## src/design/sdib_pkg.sv

```systemverilog
package sdib_pkg;

	// input action codes, action 3 behaves as a read
	localparam logic [1:0] ACT_INSERT = 2'd0;
	localparam logic [1:0] ACT_READ   = 2'd1;
	localparam logic [1:0] ACT_CLEAR  = 2'd2;
	localparam logic [1:0] ACT_SPARE  = 2'd3;

	// result status codes
	localparam logic [2:0] ST_INSERTED = 3'd0;
	localparam logic [2:0] ST_FULL     = 3'd1;
	localparam logic [2:0] ST_READ_OK  = 3'd2;
	localparam logic [2:0] ST_READ_OOR = 3'd3;
	localparam logic [2:0] ST_CLEARED  = 3'd4;

	localparam logic [3:0] RPB_RESET = 4'd5;

	localparam int KEY_W = 32;
	localparam int POS_W = 10;
	localparam int RIDX_W = 9;

	// collection tree: eight children per node
	localparam int FANIN_LOG = 3;
	localparam int FANIN = 1 << FANIN_LOG;

	// broadcast from the controller to every cell
	typedef struct packed {
		logic              ins;
		logic              rd;
		logic [KEY_W-1:0]  key;
		logic [POS_W-1:0]  pos;
		logic [RIDX_W-1:0] ridx;
	} bcast_t;

	// nodes at tree level l (level 0 is the leaves)
	function automatic int level_nodes(input int n, input int l);
		int span;
		span = 1 << (FANIN_LOG * l);
		return (n + span - 1) >> (FANIN_LOG * l);
	endfunction

	// registered levels needed to reduce n leaves to one node
	function automatic int tree_levels(input int n);
		int l;
		l = 1;
		while (level_nodes(n, l) > 1) l++;
		return l;
	endfunction

	// first node of level l in the flat node array
	function automatic int level_base(input int n, input int l);
		int b;
		b = 0;
		for (int k = 1; k < l; k++) b += level_nodes(n, k);
		return b;
	endfunction

endpackage

```

## src/design/sdib_cell.sv

```systemverilog
module sdib_cell #(
	parameter int INDEX = 0,
	parameter int CW = 10,
	parameter int IW = 9
) (
	input  logic                      clk,
	input  sdib_pkg::bcast_t          bc,
	input  logic [CW-1:0]             fill,
	input  logic                      prev_ge,
	input  logic [sdib_pkg::KEY_W-1:0] prev_key,
	input  logic [sdib_pkg::POS_W-1:0] prev_pos,
	output logic                      ge,
	output logic [sdib_pkg::KEY_W-1:0] key_q,
	output logic [sdib_pkg::POS_W-1:0] pos_q,
	output logic [IW+sdib_pkg::KEY_W+sdib_pkg::POS_W-1:0] leaf
);

	logic occ;
	logic bnd;
	logic hit;
	logic sel;

	// empty cells count as not smaller so the boundary lands at the fill point
	assign occ = CW'(INDEX) < fill;
	assign ge  = !occ || !($signed(key_q) < $signed(bc.key));
	assign bnd = ge && !prev_ge;
	assign hit = int'(bc.ridx) == INDEX;
	assign sel = (bc.ins && bnd) || (bc.rd && occ && hit);

	assign leaf = sel ? {IW'(INDEX), key_q, pos_q} : '0;

	always_ff @(posedge clk) begin
		if (bc.ins) begin
			if (prev_ge) begin
				key_q <= prev_key;
				pos_q <= prev_pos;
			end else if (ge) begin
				key_q <= bc.key;
				pos_q <= bc.pos;
			end
		end
	end

endmodule

```

## config.mk

```make
export PLATFORM = sky130hd
export DESIGN_NAME = sdib_cell
export DESIGN_NICKNAME = d
export VERILOG_FILES = /design/src/design/sdib_pkg.sv /design/src/design/sdib_cell.sv
export SDC_FILE = /design/constraint.sdc
export NUM_CORES = 1
export LEC_CHECK = 0
export ABC_AREA = 1
export BUFFER_PORTS_ARGS = -buffer_cell sky130_fd_sc_hd__buf_2
export CORE_MARGIN = 4
export CORE_UTILIZATION = 47
export CTS_BUF_LIST = sky130_fd_sc_hd__clkbuf_8 sky130_fd_sc_hd__clkbuf_16
export CTS_CLUSTER_SIZE = 30
export DETAILED_ROUTE_END_ITERATION = 10
export GPL_TIMING_DRIVEN = 0
export PLACE_DENSITY = 0.95
export RECOVER_POWER = 25
export SYNTH_ARGS = -nofsm -noshare
export SYNTH_HDL_FRONTEND = slang
export SYNTH_SLANG_ARGS = --single-unit
```

## constraint.sdc

```tcl
create_clock -name clk -period 5.4 [get_ports clk]
set_input_delay 0.54 -clock clk [delete_from_list [all_inputs] [get_ports clk]]
set_output_delay 0.54 -clock clk [all_outputs]
set_load 0.01 [all_outputs]
```

==> flow_summary.ini, run 1 <==
[detailed_routing]
wl_um = 9730
vias = 3302
vias_per_cell = 5.05
wl_per_cell_um = 14.9
drc = 0
drt_iter0_drc = 130
ant_nets = 0
first_pass_iters = 5

[synthesis]
avgSynthCellArea_sq_um = 8.42
yosys-top-cells-area = edfxtp_1 40%, ha_1 12%, inv_1 9.9%
synth_top_area_share_pct = 40.3
ys_warn_count = 0
syn-cell-area_sq_um = 3130
synth.largest_area_cell = edfxtp_1
ys_types = 25
synth_seq_cells = 42
syn-instance-count = 372
ys_seq_area_share_pct = 40.3

[grt]
grt_pass1_vias = 3077
grtUsageMet2_pct = 44.1
grt_pass1_wl_um = 13900
grt_max_degree = 43
antenna_found_initial = 0
grt.overflow.total = 0
top_usage_layer = met2
grtUsageMet3_pct = 3.38
grtUsageTotal_pct = 22.5
use_met1_pct = 24.5

[placed_design]
io_buffers = 190
place_congestion = 0.839
dpl.hpwl_um = 7930

[sta]
slew-limit-headroom_pct = 39.2
max_freq_ghz = 0.318
final_hold_viol_count = 0
maxSlewViolCount = 0
period_minus_slack_ns = 3.14
finClkSkew_ns = 0.00574
worstMarginPinSlew_ns = 0.911
setup-tns-final_ns = 0
hold-worst-slack_ns = 0.530
rsz0062_at_grt = false
finalCritPeriodShare_pct = 58.2
setup_viol = 0

[clock_tree]
cts_hold_buf = 0
cts_buffers = 5
post_cts_buffers = 0
clkTransAtPathRegs_ns = 0.08
clock_latency_ns = 0.29
h-tree-depth = 2
cts-root-buf = clkbuf_8
cts.repair.resized = 0
cts_tree = done
cts_buffer_depth = 2
clock_sinks = 42

[worst_setup_path]
cp_max_fo = 10
cpMaxStageDelayCell = edfxtp_1
cp.required_ns = 4.86
end_kind = output pin
slowest_delay_ns = 0.43
worstPathCellList = ha_1 -> nand2_1 -> nor2_1 -> nand4_1 -> nor4_2 -> nand2_1 -> nand2_1 -> nand2_1 -> nand3_2 -> nand2_4 -> buf_6 -> a21oi_1 -> buf_2
path_buf_inv = 2
path_class = reg2out
critPathArrivalTime_ns = 2.60
cpMostUsedCell = nand2_1
crit_family = simple AND/OR/NAND/NOR gates
startpoint_type = flip-flop

[floorplanning]
core_region_area_sq_um = 6420
fp-row-count = 29
io_pins = 201
die_y_um = 89.6
die_x_um = 89.6
die_area_sq_um = 8040
initial_core_util_pct = 48.8

[hold_path]
hold_class = in2reg

[power]
p_per_area_nw_per_um2 = 218
leakage_nw = 2.32
vdd_drop_max_mv = 0.149

[cells_and_area]
final_nets = 715
drive_gt1_share_pct = 34.1
syn_to_final_growth_pct = 36.1
final_cell_mix = 153 x buf_2, 82 x inv_1, 60 x nand2_1
final_common_cell = buf_2
antenna_cells = 0

[run_status]
status = complete, no violations

[flow_run]
maxCapViolCount = 0
## synth_stat cells, drive strengths merged
library cell and n:
clkbuf 8, edfxtp 42, buf 17, nand3 5, o21ai 36, mux2 11
nand4 2, nor3 2, ha 31, o211ai 1, nand2 61, nor4 5
a21oi 57, o21a 1, nor2 9, inv 83, conb 1
## where the power goes
part           switching (mW)  internal, mW  total [mW]
registers              0.0221         0.399       0.421
clock network           0.107         0.134       0.240
logic                   0.156         0.112       0.268
## worst paths after layout
| path | startpoint | to | slack, ns | depth (start not counted) |
|---|---|---|---|---|
| hold / removal | prev_key[22] | key_q[22] | 0.53 | 3 |
| setup / recovery | key_q[31] | leaf[19] | 2.26 | 13 |
| hold reg to reg | key_q[31] | key_q[30] | 1.74 | 6 |
| setup reg to reg | key_q[31] | key_q[21] | 2.48 | 11 |
## area by class of cell
cell class,instances,area [sq um]
Buffer,25,159
Clock inverter,2,33.8
Tap cell,77,96.3
Clock buffer,5,68.8
Inverter,83,312
Fill cell,555,2160
Timing Repair Buffer,190,903
Multi-Input combinational cell,230,1430
Sequential cell,42,1260
## per-layer routing
| layer | wire length (um) | vias up | part of all wire [%] |
|---|---|---|---|
| met5 | 0 | - | 0 |
| met4 | 148 | 0 | 1.5 |
| met3 | 814 | 17 | 8.4 |
| li1 | - | 1614 | - |
| met2 | 5280 | 165 | 54 |
| met1 | 3500 | 1506 | 36 |
## sequential cells by signal (all words and copies together) (netlist names)
name,flops
key_q,32
pos_q,10
## worst reg2reg max path: stages (launching register included)
cell and delay [ns]:
edfxtp_1 0.43, ha_1 0.37, nand2_1 0.08, nor2_1 0.15, nand4_1 0.15, nor4_2 0.18
nand2_1 0.10, nand2_1 0.07, nand2_1 0.06, nand3_2 0.12, o21ai_0 0.11, inv_2 0.69
## cells by family (layout without fill, tap and decap cells)
kind of cell             count (synthesis)  count (layout)  synth area share [%]
AO/OA/AOI/OAI                           95              95                  16.8
adder cells (fa/ha/maj)                 31              31                  12.4
buffers and inverters                  108             305                  15.0
flip-flops                              42              42                  40.3
multiplexers                            11              11                  3.95
other                                    1               9                 0.120
AND/OR/NAND/NOR                         84              84                  11.5
## per-stage QoR
step / setup slack [ns] / instances / utilization [%] / power (mW) / instance area [sq um]
2_1_floorplan: 2.44 / 380 / - / 0.579 / 3160
6_report: 2.26 / 654 / 66.4 / 0.929 / 4270
5_1_grt: 1.98 / 654 / 66.4 / 0.983 / 4270
4_1_cts: 2.23 / 654 / 67.2 / 0.942 / 4310
3_3_place_gp: 1.83 / 647 / 65.6 / 0.685 / 4210
3_5_place_dp: 2.27 / 647 / 65.6 / 0.701 / 4210
Power figures use the tool's default switching activity.
==> run 2, diff against run 1 <==
Settings changed: ABC_AREA 1 to 0, CORE_UTILIZATION 47 to 39, PLACE_DENSITY 0.95 to 0.88.
Clock period 5.4 ns to 2.5 ns, I/O delays scaled along.
==> flow_summary.ini, run 2 <==
[run_status]
status = finished, violations left
violations = setup timing

[synthesis]
syn-cell-area_sq_um = 3180
avgSynthCellArea_sq_um = 10.3
synth_top_area_share_pct = 39.6
ys_top_cells_by_count = 42 x edfxtp_1, 40 x a21boi_2, 39 x nand2_1
syn-instance-count = 310
synth_edf_count = 42
synthFlopType = edfxtp_1
yosys-top-cells-area = edfxtp_1 40%, a21boi_2 14%, ha_1 12%
synth_most_common_cell = edfxtp_1
synth.largest_area_cell = edfxtp_1
ys_warn_count = 0
ys_types = 37
synth_seq_cells = 42
ys_seq_area_share_pct = 39.6
async_flop_share_pct = 0

[hold_path]
hold_class = in2reg
hold_start = prev_key[10]
hold_end = key_q[10]
worstHoldPathCells = 3

[placed_design]
pre_cts_ws_ns = -0.840
io_buffers = 191
place_congestion = 0.828
dp.cells = 612
dpl.hpwl_um = 8210
placed_cell_area_sq_um = 4500

[sta]
worstMarginPinSlew_ns = 0.600
hold-worst-slack_ns = 0.237
setup-tns-final_ns = -51.52
fin_ws_ns = -0.717
slew-limit-headroom_pct = 60.0
rsz0062_at_grt = true
max_freq_ghz = 0.311
maxSlewViolCount = 0
final_hold_viol_count = 0
setup_viol = 85
period_minus_slack_ns = 3.22
finClkSkew_ns = 0.00502
finalCritPeriodShare_pct = 129

[worst_setup_path]
cp.required_ns = 2.25
cp_max_fo = 10
r2r_cells = 12
reg2reg_slack_ns = -0.60
crit_family = simple AND/OR/NAND/NOR gates
critical_path.startpoint = key_q[13]
reg2reg_to = pos_q[0]
worstReg2RegStart = key_q[13]
critPathArrivalTime_ns = 2.97
path_class = reg2out
path_buf_inv = 2
cpMaxStageDelayCell = or4b_4
slowest_delay_ns = 0.49
end_kind = output pin
worstPathCellList = ha_4 -> nand4_1 -> nor3_2 -> or4b_4 -> a31o_4 -> a211o_4 -> buf_6 -> a21boi_2 -> buf_2
startpoint_type = flip-flop

[detailed_routing]
drt_iter0_drc = 138
drc = 0
ant_nets = 0
vias = 3222
wl_per_cell_um = 17.0
wl_um = 10900
vias_per_cell = 5.02
first_pass_iters = 4

[clock_tree]
clkTransAtPathRegs_ns = 0.08
clock_sinks = 42
cts_tree = done
cts_hold_buf = 0
cts_buffer_depth = 2
cts-root-buf = clkbuf_8
clock_latency_ns = 0.29
h-tree-depth = 2
cts_buffers = 5

[power]
p_per_area_nw_per_um2 = 444
vdd_drop_max_mv = 0.273
power_mw = 2.21
leakage_nw = 2.40

[grt]
grtUsageMet2_pct = 42.8
grt_pass1_vias = 3458
grt_max_degree = 13
top_usage_layer = met2
grt_pass1_wl_um = 16900
antenna_found_initial = 0
grtUsageMet3_pct = 4.86
use_met1_pct = 23.5
grtUsageTotal_pct = 21.7
grt.overflow.total = 0

[floorplanning]
initial_core_util_pct = 40.6
core_region_area_sq_um = 7850
die_y_um = 98.3
io_pins = 201
fp-row-count = 32
die_x_um = 98.3
die_area_sq_um = 9670

[cells_and_area]
largestRegisters = key_q (32), pos_q (10)
drive_gt1_share_pct = 52.6
n_fill_cell = 662
antenna_cells = 0
fin_area_sq_um = 4990
largest_reg_flops = 32
post-route-util_pct = 63.6
top_register = key_q
final_nets = 678
syn_to_final_growth_pct = 56.8
final_common_cell = buf_2
final_cell_mix = 162 x buf_2, 42 x edfxtp_1, 39 x nand2_1
fin_cells = 642

[flow_run]
maxCapViolCount = 0
[run 2: worst max path at each step]
| stage | cells after the start | end |
|---|---|---|
| 2_1_floorplan | 7 | key_q[0] |
| 3_3_place_gp | 7 | key_q[12] |
| 3_5_place_dp | 8 | key_q[5] |
| 4_1_cts | 9 | leaf[19] |
| 5_1_grt | 9 | leaf[38] |
| 6_report | 9 | leaf[39] |
[run 2: cell families (layout without fill, tap and decap cells)]
group / count (synthesis) / after routing / synth area share, %
AOI/OAI and AO/OA: 100 / 101 / 25.4
and+or+nand+nor: 66 / 66 / 9.67
buffers and inverters: 59 / 280 / 9.12
DFF: 42 / 42 / 39.6
adders and majority gates: 31 / 31 / 12.2
muxes: 11 / 11 / 3.89
other: 1 / 9 / 0.118
[run 2: power breakdown]
| part | switching, mW | internal, mW |
|---|---|---|
| clock | 0.239 | 0.289 |
| sequential | 0.0458 | 0.859 |
| combinational | 0.390 | 0.391 |
[run 2: per-layer routing]
layer / vias to the layer above / routed length (um)
met5: - / 0
met3: 10 / 798
met2: 140 / 5900
li1: 1563 / -
met4: 0 / 97
met1: 1509 / 4100
[run 2: repair_timing]
action,4_1_cts,5_1_grt
hold endpoints to repair,0,0
cloned,4,0
setup buffers,20,2
resized for setup,30,7
pin swaps,2,2
endpoints found under the setup margin,85,85
[run 2: cell type report]
class | count | area (sq um) | area share, %
Sequential cell | 42 | 1260 | 25.3
Inverter | 34 | 128 | 2.56
Clock inverter | 2 | 33.8 | 0.677
Multi-Input combinational cell | 218 | 1930 | 38.6
Clock buffer | 5 | 68.8 | 1.38
Buffer | 25 | 198 | 3.96
Tap cell | 102 | 128 | 2.56
Timing Repair Buffer | 214 | 1250 | 25.0
[run 2: worst min-delay path, delay by kind of cell]
kind / cells / cell delay (ns)
simple gates: 1 / 0.04
buf+inv: 1 / 0.08
compound gates: 1 / 0.06
